### src/hw/rtl/twin_slot_gap_finder_assert.svh
// assertion macros for the twin slot gap finder
// needs nothing; taken in by files that check their own logic

`ifndef TWIN_SLOT_GAP_FINDER_ASSERT_SVH
`define TWIN_SLOT_GAP_FINDER_ASSERT_SVH

// same-cycle implication, off during reset
`define TSGF_ASSERT_IMPLY(label, clk, rst, cond, prop) \
   label: assert property (@(posedge clk) disable iff (rst) (cond) |-> (prop)) \
      else $error("tsgf assertion failed");

// next-cycle implication, off during reset
`define TSGF_ASSERT_NEXT(label, clk, rst, cond, prop) \
   label: assert property (@(posedge clk) disable iff (rst) (cond) |=> (prop)) \
      else $error("tsgf assertion failed");

`endif

### src/hw/rtl/tsgf_pkg.sv
// shared constants, prime table and control structs for the twin slot gap finder
// no dependencies

package tsgf_pkg;

   localparam int VALUE_BITS  = 64;
   localparam int RES_BITS    = 9;
   localparam int TABLE_SIZE  = 64;
   localparam int TABLE_BITS  = 6;
   localparam int PRIME_COUNT = 64;
   localparam int GAP_BITS    = 16;
   localparam int DIGIT_BITS  = 4;

   localparam int IDX_BITS = (PRIME_COUNT > 1) ? $clog2(PRIME_COUNT) : 1;
   localparam int CNT_BITS = $clog2(PRIME_COUNT + 1);

   localparam logic [RES_BITS-1:0] BOUND_RESET = RES_BITS'(311);
   localparam logic [RES_BITS-1:0] SLOT_OFFSET = RES_BITS'(2);
   localparam logic [GAP_BITS-1:0] GAP_LIMIT   = '1;

   localparam logic [RES_BITS-1:0] PRIME_TABLE [TABLE_SIZE] = '{
      9'd2,   9'd3,   9'd5,   9'd7,   9'd11,  9'd13,  9'd17,  9'd19,
      9'd23,  9'd29,  9'd31,  9'd37,  9'd41,  9'd43,  9'd47,  9'd53,
      9'd59,  9'd61,  9'd67,  9'd71,  9'd73,  9'd79,  9'd83,  9'd89,
      9'd97,  9'd101, 9'd103, 9'd107, 9'd109, 9'd113, 9'd127, 9'd131,
      9'd137, 9'd139, 9'd149, 9'd151, 9'd157, 9'd163, 9'd167, 9'd173,
      9'd179, 9'd181, 9'd191, 9'd193, 9'd197, 9'd199, 9'd211, 9'd223,
      9'd227, 9'd229, 9'd233, 9'd239, 9'd241, 9'd251, 9'd257, 9'd263,
      9'd269, 9'd271, 9'd277, 9'd281, 9'd283, 9'd293, 9'd307, 9'd311
   };

   typedef struct packed {
      logic                start;
      logic [RES_BITS-1:0] modulus;
   } tsgf_mod_req_type;

   typedef struct packed {
      logic                done;
      logic [RES_BITS-1:0] residue;
   } tsgf_mod_rsp_type;

endpackage

### src/hw/rtl/twin_slot_gap_finder.sv
// top level of the twin slot gap finder: sequencer, residue store, result register
// depends on tsgf_pkg, tsgf_ram, tsgf_residue_unit and twin_slot_gap_finder_assert.svh

// An item is taken when start is high and busy is low; busy then stays high until
// the result has been registered. The result is marked on the rsp_ ports by
// rsp_strobe, high for exactly one cycle, and must be captured then: there is no way
// to hold it off. With n table primes at or below prime_bound, an item first fills
// the residue store, each prime taking one pass of the shared four-bits-a-cycle
// remainder unit; the forward walk then does one store read-modify-write per prime
// for each candidate, until it finds a slot or runs to the gap limit. The user must
// write prime_bound through csr_write_enable and csr_write_data only while the
// block is idle; the block itself does not enforce this.

`include "twin_slot_gap_finder_assert.svh"

module twin_slot_gap_finder
   import tsgf_pkg::*;
(
   input  logic                  clock,
   input  logic                  reset,
   input  logic                  start,
   output logic                  busy,
   input  logic [VALUE_BITS-1:0] req_position,
   output logic                  rsp_strobe,
   output logic                  rsp_is_slot,
   output logic [GAP_BITS-1:0]   rsp_forward_gap,
   output logic                  rsp_gap_saturated,
   input  logic                  csr_write_enable,
   input  logic [RES_BITS-1:0]   csr_write_data
);

   // sequencer states
   localparam logic [2:0] ST_IDLE        = 3'd0;
   localparam logic [2:0] ST_INIT_NEXT   = 3'd1;
   localparam logic [2:0] ST_INIT_WAIT   = 3'd2;
   localparam logic [2:0] ST_SWEEP_START = 3'd3;
   localparam logic [2:0] ST_SWEEP       = 3'd4;
   localparam logic [2:0] ST_DECIDE      = 3'd5;

   localparam logic [VALUE_BITS-1:0] VALUE_MAX  = '1;
   localparam logic [VALUE_BITS-1:0] VALUE_MAX1 = VALUE_MAX - VALUE_BITS'(1);

   // control registers
   logic [2:0]            state_ff, state_in;
   logic [RES_BITS-1:0]   bound_ff, bound_in;
   logic                  pend_ff, pend_in;
   logic                  rsp_strobe_ff, rsp_strobe_in;

   // working registers
   logic [CNT_BITS-1:0]   k_ff, k_in;
   logic [IDX_BITS-1:0]   pend_idx_ff, pend_idx_in;
   logic [VALUE_BITS-1:0] cand_ff, cand_in;
   logic [GAP_BITS-1:0]   dist_ff, dist_in;
   logic                  slot_ok_ff, slot_ok_in;
   logic                  pass_ff, pass_in;
   logic                  wrap_ff, wrap_in;
   logic                  ymax2_ff, ymax2_in;
   logic                  ymax1_ff, ymax1_in;
   logic                  rsp_is_slot_ff, rsp_is_slot_in;
   logic [GAP_BITS-1:0]   rsp_gap_ff, rsp_gap_in;
   logic                  rsp_sat_ff, rsp_sat_in;

   // datapath wires
   logic [IDX_BITS-1:0]   k_idx;
   logic [RES_BITS-1:0]   k_prime;
   logic                  k_used;
   logic [RES_BITS-1:0]   pend_prime;
   logic [RES_BITS-1:0]   rd_inc;
   logic [RES_BITS-1:0]   rd_new;
   logic [VALUE_BITS-1:0] cand_next;
   logic                  x_ymax2;
   logic                  x_ymax1;

   // residue store and remainder unit handshakes
   tsgf_mod_req_type      mod_req;
   tsgf_mod_rsp_type      mod_rsp;
   logic                  ram_wr_en;
   logic [IDX_BITS-1:0]   ram_wr_addr;
   logic [RES_BITS-1:0]   ram_wr_data;
   logic                  ram_rd_en;
   logic [IDX_BITS-1:0]   ram_rd_addr;
   logic [RES_BITS-1:0]   ram_rd_data;

   function automatic logic [RES_BITS-1:0] prime_at(input logic [IDX_BITS-1:0] idx);
      logic [TABLE_BITS-1:0] t;
      t = TABLE_BITS'(idx);
      return PRIME_TABLE[t];
   endfunction

   // r is the candidate's residue mod p; x+2 wraps to zero or one at the very top
   function automatic logic blocked(input logic [RES_BITS-1:0] r,
                                    input logic [RES_BITS-1:0] p,
                                    input logic y_is_zero,
                                    input logic y_is_one);
      return (r == '0) || y_is_zero || (!y_is_one && (r == p - SLOT_OFFSET));
   endfunction

   tsgf_residue_unit u_residue (
      .clock (clock),
      .reset (reset),
      .req   (mod_req),
      .value (cand_ff),
      .rsp   (mod_rsp)
   );

   tsgf_ram #(
      .WIDTH (RES_BITS),
      .DEPTH (PRIME_COUNT)
   ) u_residue_ram (
      .clock   (clock),
      .wr_en   (ram_wr_en),
      .wr_addr (ram_wr_addr),
      .wr_data (ram_wr_data),
      .rd_en   (ram_rd_en),
      .rd_addr (ram_rd_addr),
      .rd_data (ram_rd_data)
   );

   // prime k takes part while it is inside the table and not above the bound
   assign k_idx   = k_ff[IDX_BITS-1:0];
   assign k_prime = prime_at(k_idx);
   assign k_used  = (k_ff < CNT_BITS'(PRIME_COUNT)) && (k_prime <= bound_ff);

   // next candidate residue: step by one modulo the prime, or restart at zero when the position wraps
   assign pend_prime = prime_at(pend_idx_ff);
   assign rd_inc     = ram_rd_data + RES_BITS'(1);
   assign rd_new     = (wrap_ff || (rd_inc == pend_prime)) ? '0 : rd_inc;

   assign cand_next = cand_ff + VALUE_BITS'(1);
   assign x_ymax2   = (cand_ff == VALUE_MAX1);
   assign x_ymax1   = (cand_ff == VALUE_MAX);

   always_comb begin
      state_in       = state_ff;
      bound_in       = bound_ff;
      pend_in        = 1'b0;
      rsp_strobe_in  = 1'b0;
      k_in           = k_ff;
      pend_idx_in    = pend_idx_ff;
      cand_in        = cand_ff;
      dist_in        = dist_ff;
      slot_ok_in     = slot_ok_ff;
      pass_in        = pass_ff;
      wrap_in        = wrap_ff;
      ymax2_in       = ymax2_ff;
      ymax1_in       = ymax1_ff;
      rsp_is_slot_in = rsp_is_slot_ff;
      rsp_gap_in     = rsp_gap_ff;
      rsp_sat_in     = rsp_sat_ff;
      mod_req.start   = 1'b0;
      mod_req.modulus = k_prime;
      ram_wr_en      = 1'b0;
      ram_wr_addr    = k_idx;
      ram_wr_data    = mod_rsp.residue;
      ram_rd_en      = 1'b0;
      ram_rd_addr    = k_idx;

      if (csr_write_enable) begin
         bound_in = csr_write_data;
      end

      // read-modify-write stage of the walk, in the cycle after the read
      if (pend_ff) begin
         ram_wr_en   = 1'b1;
         ram_wr_addr = pend_idx_ff;
         ram_wr_data = rd_new;
         if (blocked(rd_new, pend_prime, ymax2_ff, ymax1_ff)) begin
            pass_in = 1'b0;
         end
      end

      unique case (state_ff)
         ST_IDLE: begin
            if (start) begin
               cand_in    = req_position;
               k_in       = '0;
               slot_ok_in = 1'b1;
               dist_in    = '0;
               state_in   = ST_INIT_NEXT;
            end
         end
         ST_INIT_NEXT: begin
            // residue of the start position for each prime in use
            if (k_used) begin
               mod_req.start = 1'b1;
               state_in      = ST_INIT_WAIT;
            end else begin
               state_in = ST_SWEEP_START;
            end
         end
         ST_INIT_WAIT: begin
            if (mod_rsp.done) begin
               ram_wr_en = 1'b1;
               if (blocked(mod_rsp.residue, k_prime, x_ymax2, x_ymax1)) begin
                  slot_ok_in = 1'b0;
               end
               k_in     = k_ff + CNT_BITS'(1);
               state_in = ST_INIT_NEXT;
            end
         end
         ST_SWEEP_START: begin
            cand_in  = cand_next;
            dist_in  = dist_ff + GAP_BITS'(1);
            wrap_in  = (cand_next == '0);
            ymax2_in = (cand_next == VALUE_MAX1);
            ymax1_in = (cand_next == VALUE_MAX);
            pass_in  = 1'b1;
            k_in     = '0;
            state_in = ST_SWEEP;
         end
         ST_SWEEP: begin
            if (k_used) begin
               ram_rd_en   = 1'b1;
               pend_in     = 1'b1;
               pend_idx_in = k_idx;
               k_in        = k_ff + CNT_BITS'(1);
            end else begin
               state_in = ST_DECIDE;
            end
         end
         ST_DECIDE: begin
            if (pass_ff) begin
               rsp_strobe_in  = 1'b1;
               rsp_is_slot_in = slot_ok_ff;
               rsp_gap_in     = dist_ff;
               rsp_sat_in     = 1'b0;
               state_in       = ST_IDLE;
            end else if (dist_ff == GAP_LIMIT) begin
               // walk ran out without a slot
               rsp_strobe_in  = 1'b1;
               rsp_is_slot_in = slot_ok_ff;
               rsp_gap_in     = GAP_LIMIT;
               rsp_sat_in     = 1'b1;
               state_in       = ST_IDLE;
            end else begin
               state_in = ST_SWEEP_START;
            end
         end
         default: begin
            state_in = ST_IDLE;
         end
      endcase
   end

   always_ff @(posedge clock) begin
      if (reset) begin
         state_ff      <= ST_IDLE;
         bound_ff      <= BOUND_RESET;
         pend_ff       <= 1'b0;
         rsp_strobe_ff <= 1'b0;
      end else begin
         state_ff      <= state_in;
         bound_ff      <= bound_in;
         pend_ff       <= pend_in;
         rsp_strobe_ff <= rsp_strobe_in;
      end
   end

   always_ff @(posedge clock) begin
      k_ff           <= k_in;
      pend_idx_ff    <= pend_idx_in;
      cand_ff        <= cand_in;
      dist_ff        <= dist_in;
      slot_ok_ff     <= slot_ok_in;
      pass_ff        <= pass_in;
      wrap_ff        <= wrap_in;
      ymax2_ff       <= ymax2_in;
      ymax1_ff       <= ymax1_in;
      rsp_is_slot_ff <= rsp_is_slot_in;
      rsp_gap_ff     <= rsp_gap_in;
      rsp_sat_ff     <= rsp_sat_in;
   end

   // busy covers the whole item, result register included
   assign busy              = (state_ff != ST_IDLE);
   assign rsp_strobe        = rsp_strobe_ff;
   assign rsp_is_slot       = rsp_is_slot_ff;
   assign rsp_forward_gap   = rsp_gap_ff;
   assign rsp_gap_saturated = rsp_sat_ff;

   // a result pulse never lasts past one cycle
   `TSGF_ASSERT_NEXT(a_strobe_single, clock, reset, rsp_strobe, !rsp_strobe)
   // the sequencer is back at rest while its result is shown
   `TSGF_ASSERT_IMPLY(a_strobe_idle, clock, reset, rsp_strobe, !busy)
   // a saturated walk always reports the gap limit
   `TSGF_ASSERT_IMPLY(a_sat_limit, clock, reset, rsp_strobe && rsp_gap_saturated,
                      rsp_forward_gap == GAP_LIMIT)
   // an accepted item keeps the block busy
   `TSGF_ASSERT_NEXT(a_accept_busy, clock, reset, start && !busy, busy)

endmodule

### src/hw/rtl/tsgf_ram.sv
// generic single write, single read ram with registered read data
// no dependencies

module tsgf_ram #(
   parameter int WIDTH = 8,
   parameter int DEPTH = 16,
   localparam int ADDR_BITS = (DEPTH > 1) ? $clog2(DEPTH) : 1
) (
   input  logic                 clock,
   input  logic                 wr_en,
   input  logic [ADDR_BITS-1:0] wr_addr,
   input  logic [WIDTH-1:0]     wr_data,
   input  logic                 rd_en,
   input  logic [ADDR_BITS-1:0] rd_addr,
   output logic [WIDTH-1:0]     rd_data
);

   logic [WIDTH-1:0] mem_ff [DEPTH];
   logic [WIDTH-1:0] rd_data_ff;

   always_ff @(posedge clock) begin
      if (wr_en) begin
         mem_ff[wr_addr] <= wr_data;
      end
      if (rd_en) begin
         rd_data_ff <= mem_ff[rd_addr];
      end
   end

   assign rd_data = rd_data_ff;

endmodule

### src/hw/rtl/tsgf_residue_unit.sv
// shared remainder unit: 64-bit value modulo a small prime, four bits a cycle
// depends on tsgf_pkg

module tsgf_residue_unit
   import tsgf_pkg::*;
(
   input  logic                  clock,
   input  logic                  reset,
   input  tsgf_mod_req_type      req,
   input  logic [VALUE_BITS-1:0] value,
   output tsgf_mod_rsp_type      rsp
);

   localparam int STEP_COUNT = VALUE_BITS / DIGIT_BITS;
   localparam int STEP_BITS  = $clog2(STEP_COUNT);

   logic                  busy_ff, busy_in;
   logic                  done_ff, done_in;
   logic [STEP_BITS-1:0]  step_ff, step_in;
   logic [VALUE_BITS-1:0] val_ff, val_in;
   logic [RES_BITS-1:0]   rem_ff, rem_in;
   logic [RES_BITS-1:0]   mod_ff, mod_in;
   logic [RES_BITS-1:0]   rem_next;

   // restoring reduction over one digit
   always_comb begin
      logic [RES_BITS-1:0] acc;
      logic [RES_BITS:0]   wide;
      acc  = rem_ff;
      wide = '0;
      for (int i = 0; i < DIGIT_BITS; i++) begin
         wide = {acc, val_ff[VALUE_BITS-1-i]};
         if (wide >= {1'b0, mod_ff}) begin
            wide = wide - {1'b0, mod_ff};
         end
         acc = wide[RES_BITS-1:0];
      end
      rem_next = acc;
   end

   always_comb begin
      busy_in = busy_ff;
      done_in = 1'b0;
      step_in = step_ff;
      val_in  = val_ff;
      rem_in  = rem_ff;
      mod_in  = mod_ff;
      if (req.start) begin
         busy_in = 1'b1;
         step_in = '0;
         val_in  = value;
         rem_in  = '0;
         mod_in  = req.modulus;
      end else if (busy_ff) begin
         rem_in  = rem_next;
         val_in  = val_ff << DIGIT_BITS;
         step_in = step_ff + STEP_BITS'(1);
         if (step_ff == STEP_BITS'(STEP_COUNT - 1)) begin
            busy_in = 1'b0;
            done_in = 1'b1;
         end
      end
   end

   always_ff @(posedge clock) begin
      if (reset) begin
         busy_ff <= 1'b0;
         done_ff <= 1'b0;
      end else begin
         busy_ff <= busy_in;
         done_ff <= done_in;
      end
   end

   always_ff @(posedge clock) begin
      step_ff <= step_in;
      val_ff  <= val_in;
      rem_ff  <= rem_in;
      mod_ff  <= mod_in;
   end

   assign rsp.done    = done_ff;
   assign rsp.residue = rem_ff;

endmodule
### config.mk
export PLATFORM = sky130hd
export DESIGN_NAME = twin_slot_gap_finder
export DESIGN_NICKNAME = d
export VERILOG_FILES = /design/src/hw/rtl/tsgf_pkg.sv /design/src/hw/rtl/twin_slot_gap_finder.sv /design/src/hw/rtl/tsgf_ram.sv /design/src/hw/rtl/tsgf_residue_unit.sv
export VERILOG_INCLUDE_DIRS = /design/src /design/src/hw/rtl
export SDC_FILE = /design/constraint.sdc
export NUM_CORES = 1
export LEC_CHECK = 0
export BUFFER_PORTS_ARGS = -buffer_cell sky130_fd_sc_hd__buf_2
export CAP_MARGIN = 20
export CORE_ASPECT_RATIO = 1.5
export CORE_MARGIN = 8
export CORE_UTILIZATION = 40
export DETAILED_ROUTE_END_ITERATION = 6
export PLACE_DENSITY_LB_ADDON = 0.05
export SLEW_MARGIN = 20
export SYNTH_ARGS = -nofsm -noshare
export SYNTH_HDL_FRONTEND = slang
export SYNTH_SLANG_ARGS = --single-unit
### constraint.sdc
create_clock -name clock -period 19.87 [get_ports clock]
set_input_delay 1.987 -clock clock [delete_from_list [all_inputs] [get_ports clock]]
set_output_delay 1.987 -clock clock [all_outputs]
set_load 0.1 [all_outputs]
* Word-level counts from Yosys, hierarchy flattened
Memories as Yosys holds them, arrays and structs flattened. A register that Yosys moved wholly into a read port is not among the register bits.
Index checks and enable logic that the tools add are counted.
** Operators by class
- Add/subtract/negate cells :: 11
- Multipliers :: 0
- Divide/modulo/power cells :: 0
- Magnitude comparators :: 8
- Eq/ne operators :: 19
- Shift-type cells :: 0
- Mux-type cells :: 51
- Bitwise logic cells :: 4
- Reduce and logical (&&, ||, !) cells :: 29
** Operators with widths (number)
- $eq 64x64->1 const B :: 4
- $mux 64 :: 3
- $pmux 64 s2 :: 1
- $mux 9 :: 10
- $add 64x1->64 const B :: 1
- $logic_not 64->1 :: 1
- $mux 16 :: 3
- $ge 10x9->1 :: 4
- $sub 9x9->9 :: 4
- $pmux 16 s2 :: 1
- $pmux 7 s4 :: 1
- $eq 9x9->1 :: 3
- $mux 1 :: 21
- $mux 7 :: 3
- $logic_not 9->1 :: 2
- $pmux 3 s6 :: 1
- $sub 9x2->9 const B :: 2
- $add 16x1->16 const B :: 1
- $eq 16x16->1 const B :: 1
- $ge 7x7->1 const B :: 2
- $not 6->7 :: 2
- $add 9x1->9 const B :: 1
- $le 9x9->1 :: 1
- $mux 3 :: 3
- 25 further kinds :: 46
** Word-level totals
- Register bits after elaboration :: 218
- Bits in latches :: 0
- Bits in writable memories :: 576
- Memory bits (read-only) :: 1152
- Input bits :: 77
- Output and inout bits :: 20
- Word-level logic and storage cells :: 147
- Memories :: 3
** Memories
- (no name shown) :: words 64, width 9, rd ports 1, clocked after Yosys merged registers in 0, wr ports 0, line twin_slot_gap_finder.sv:87 : return PRIME_TABLE[t];
- (no name shown) :: words 64, width 9, rd ports 1, clocked after Yosys merged registers in 0, wr ports 0, line twin_slot_gap_finder.sv:87
- u_residue_ram.mem_ff :: words 64, width 9, rd ports 1, clocked after Yosys merged registers in 1, wr ports 1, line tsgf_ram.sv:18 : logic [WIDTH-1:0] mem_ff [DEPTH];

* Logic depth before layout (Yosys ltp)
- Depth in word-level cells :: 11
- Gate-level depth with buffers :: 41
- Gate-level depth less buffers :: 38

* By module
Synthesis repeated with hierarchy kept, for this count alone.
** Second synthesis, totals
- Cells, all modules :: 2740
- Area, all modules :: 39086.2 sq um
** By module, submodules not included
- tsgf_ram :: instances 1, cells each 1020, area each 22684.3 sq um, seq. area each 17566.8 sq um
- twin_slot_gap_finder :: instances 1, cells each 1260, area each 10950.5 sq um, seq. area each 3753.6 sq um
- tsgf_residue_unit :: instances 1, cells each 460, area each 5451.5 sq um, seq. area each 2492.4 sq um

* Worst setup path before layout
No wires, ideal clock.
- Kind :: reg-to-reg
- Start :: register u_residue.val_ff[63]
- End :: register u_residue.rem_ff[1]
- Library setup time :: 0.079 ns
- Arrival :: 8.036 ns
- Data required time :: 19.791 ns
- Setup slack :: 11.754 ns
- Cell stages (with the launch flop) :: 40
- Path buffers :: 3
- Period minus slack after synthesis :: 8.116 ns
- Cell sequence :: edfxtp_1 inv_1 ha_1 inv_1 fa_1 a211oi_1 o21bai_1 a31o_2 a21o_1 buf_2 mux2_2 ha_1 nor2b_1 o21ai_0 a21boi_0 o31a_1 or3b_1 buf_2 [... 4 more ...] nor2_1 nor2_1 o211ai_1 a221o_1 a211oi_2 buf_2 o21ai_0 fa_1 a21o_1 a21oi_1 nor2_1 nor2_1 nand2_1 o21bai_1 a21oi_1 nand2_2 a22o_1 a211oi_2
** Between the ends
- Cells in the longest elaborated chain, start to end :: 8
- Elaborated cells between the ends (all ways) :: 12
- Classes of those cells :: 4 x add/sub; 4 x order compare; 4 x mux
** RTL lines
- start, declared :: line tsgf_residue_unit.sv:20 : logic [VALUE_BITS-1:0] val_ff, val_in;
- start signal, assigned :: line tsgf_residue_unit.sv:77 : val_ff <= val_in;
- $sub 9x9->9 or $ge 10x9->1 (tied branches) :: line tsgf_residue_unit.sv:34, tsgf_residue_unit.sv:33
- $mux 9 * :: line tsgf_residue_unit.sv:33 : if (wide >= {1'b0, mod_ff}) begin
- $sub 9x9->9 or $ge 10x9->1 (tied branches) :: line tsgf_residue_unit.sv:34, tsgf_residue_unit.sv:33
- $mux 9 * :: line tsgf_residue_unit.sv:33
- $sub 9x9->9 or $ge 10x9->1 (tied branches) :: line tsgf_residue_unit.sv:34, tsgf_residue_unit.sv:33
- $mux 9 * :: line tsgf_residue_unit.sv:33
- $ge 10x9->1 or $sub 9x9->9 (tied branches) :: line tsgf_residue_unit.sv:33, tsgf_residue_unit.sv:34
- $mux 9 * :: line tsgf_residue_unit.sv:33
- end signal, assigned :: line tsgf_residue_unit.sv:78 : rem_ff <= rem_in;
- end, declared :: line tsgf_residue_unit.sv:21 : logic [RES_BITS-1:0] rem_ff, rem_in;
Every way passes the cells marked *; elsewhere a longest branch is shown, timed or not.
A chain may end at the register's enable or synchronous reset.

* Worst setup path in the final report
Ends and elaborated chain as after synthesis.

==> impl_metrics.yaml <==
status:
  outcome: "completed"
placement:
  place_ws_ps: 10290
  dpl_cell_area_sq_um: 40280
  post-place-cells: 4016
  port_buffers: 96
  gp_congestion: 0.8896
  dp_hpwl_microns: 71670
setup_path:
  cp.arrival_ps: 10200
  cp-end-kind: "register"
  cp_common_cell: "nor2_1"
  reg2reg_from: "u_residue.val_ff[63]"
  cpPeakStageDelay_ps: 790
  startpoint: "u_residue.val_ff[63]"
  worstSetupPathType: "register to register"
  worst_setup_path_start_kind: "register"
  worstPathMaxFanout: 12
  cp.required_ps: 20440
  r2r_slack_ps: 10240
  crit_slowest_cell: "a211oi_2"
floorplanning:
  dieWidth_microns: 269.1
  core_sq_um: 95480
  design.die.area_sq_um: 106400
  start_util: 0.4024
  die_y_microns: 395.6
  io_pins: 97
  std_cell_rows: 139
clock_tree:
  h-tree-depth: 3
  cts_buffer_depth: 3
  postCtsSetupBuffers: 0
  clock_sinks: 803
  cts_buffers: 84
  root_buffer: "clkbuf_16"
  clock_latency_ps: 680
  cts_resized: 0
  clk_pin_slew_ps: 60
  tritoncts: "yes"
  hold_buffers: 0
synth:
  synth-seq-cells: 803
  async_flop_share: 0
  synth_nets: 2918
  synth-main-ff-cell: "edfxtp_1"
  synth_area_per_cell_sq_um: 13.90
  netlist_area_sq_um: 38420
  synthDistinctLibCells: 90
  seq_area_frac_synth: 0.6198
  syn-instance-count: 2764
  synth-edff-count: 773
  yosys_warnings: 0
sta:
  fmax_ghz: 0.1038
  clock_skew_ps: 38.61
  period_share: 0.4848
  hold_viol: 0
  tns_ps: 0
  fin_ws_ps: 10240
  rsz0062_at_grt: "false"
  setup_viol: 0
  maxSlewHeadroom: 0.2675
  slew_violations: 0
  period_needed_ps: 9633
  tightest_slew_ps: 1099
routing:
  drt_wl_total_microns: 107300
  vias: 23450
  ant_nets: 0
  vias_per_cell: 5.626
  drt_iter0_markers: 1545
  drcViolationCount: 0
  dr.pass1.iters: 5
  wl_per_cell_microns: 25.74
global_route:
  gr-total-overflow: 0
  grt_max_degree: 105
  grt_pass1_vias: 24330
  grt_first_pass_wirelength_microns: 159700
  antenna_found_initial: 1
  track_usage: 0.2003
power_and_ir_drop:
  irDropWorstVdd_v: 0.0002001
  p_leak_nw: 14.35
  powerDensity_nw_per_um2: 155.3
layout:
  drive_gt1_frac: 0.1756
  n_fill_cell: 8560
  fin_area_sq_um: 42980
  final_nets: 2987
  area_growth_pct: 11.88
  layout.cells.non_filler: 4169
  post-route-util: 0.4502
run:
  maxCapViolations: 0
hold_path:
  hp-start: "slot_ok_ff"
  hold_class: "register to register"
[state kept, by name (all words and copies together), names as in the netlist, 4 cells and up]
| name | count |
|---|---|
| bound_ff | 9 |
| cand_ff | 64 |
| dist_ff | 16 |
| k_ff | 7 |
| pend_idx_ff | 6 |
| rsp_forward_gap | 16 |
| u_residue.mod_ff | 9 |
| u_residue.rem_ff | 9 |
| u_residue.step_ff | 4 |
| u_residue.val_ff | 64 |
| u_residue_ram.mem_ff | 576 |
| u_residue_ram.rd_data | 9 |
[stage by stage]
step / hold WS, ps / power [W]
2_1_floorplan: 400.3 / 0.004347
3_3_place_gp: 411.8 / 0.005139
3_5_place_dp: 410.5 / 0.005157
4_1_cts: 424.0 / 0.006755
5_1_grt: 432.6 / 0.007069
6_report: 421.9 / 0.006673
[worst max-delay path: cells and delay by family, from the launching register on]
family                   cells  cell delay, ps
AO/OA/AOI/OAI               18            5030
AND/OR/NAND/NOR              8            1440
buffers and inverters        2             130
adder cells (fa/ha/maj)      5            1750
multiplexers                 2             780
flip-flops                   1             400
[path summary, 6_finish.rpt]
| check | cells after the start | endpoint |
|---|---|---|
| worst min-delay path | 0 | rsp_is_slot |
| worst min register to register | 0 | rsp_is_slot |
| worst max register to register | 35 | u_residue.rem_ff[1] |
| worst max-delay path | 35 | u_residue.rem_ff[1] |
[cells in the final DEF, fill, tap and decap left out, drive strengths merged, types with 73 or more instances in the layout]
master,instances
o21ai,141
mux2,99
ha,73
nand2,192
inv,79
mux2i,114
edfxtp,773
a21oi,109
xor2,73
mux4,121
buf,130
nor2,205
clkbuf,107
[cell families (layout without fill, tap and decap cells)]
group | after synthesis | count (layout) | synth area share
other | 0 | 1 | 0
AOI/OAI and AO/OA | 457 | 457 | 0.07480
xor gates and xnor gates | 141 | 141 | 0.03214
buffers and inverters | 225 | 360 | 0.02368
muxes | 334 | 334 | 0.1296
adders and majority gates | 78 | 78 | 0.02612
and+or+nand+nor | 726 | 726 | 0.09382
DFF | 803 | 803 | 0.6198
[metal layers]
layer,track usage,up-vias,part of all wire,routed length [microns]
met5,0,-,0,0
met4,0.07680,0,0.035,3764
met3,0.02418,162,0.038,4104
met2,0.3734,561,0.54,58280
met1,0.2302,11920,0.38,41180
li1,-,10810,-,-
[area by class of cell]
| type | instances | area [sq um] | area share |
|---|---|---|---|
| Clock inverter | 45 | 466.7 | 0.01086 |
| Timing Repair Buffer | 130 | 748.2 | 0.01741 |
| Clock buffer | 107 | 2231 | 0.05190 |
| Antenna cell | 1 | 2.502 | 0.00005822 |
| Tap cell | 1269 | 1588 | 0.03694 |
| Multi-Input combinational cell | 1736 | 13840 | 0.3220 |
| Inverter | 78 | 292.8 | 0.006811 |
| Sequential cell | 803 | 23810 | 0.5540 |
[cells in the mapped netlist (all sizes together), types with 61 or more instances]
| library cell | count | area share |
|---|---|---|
| mux4 | 121 | 0.071 |
| nand3 | 61 | 0.0084 |
| mux2 | 99 | 0.029 |
| xnor2 | 68 | 0.016 |
| nand2 | 192 | 0.019 |
| edfxtp | 773 | 0.60 |
| a21oi | 109 | 0.014 |
| clkbuf | 89 | 0.0087 |
| o21ai | 141 | 0.018 |
| xor2 | 73 | 0.017 |
| nor2 | 205 | 0.020 |
| mux2i | 114 | 0.030 |
| inv | 76 | 0.0074 |
| ha | 73 | 0.024 |
[power breakdown]
| part | switching, W | leakage, nW | internal (W) |
|---|---|---|---|
| Sequential | 0.000111 | 7.33 | 0.00218 |
| Combinational | 0.00170 | 5.72 | 0.00112 |
| Clock | 0.000676 | 1.30 | 0.000891 |
Power figures use the tool's default switching activity.
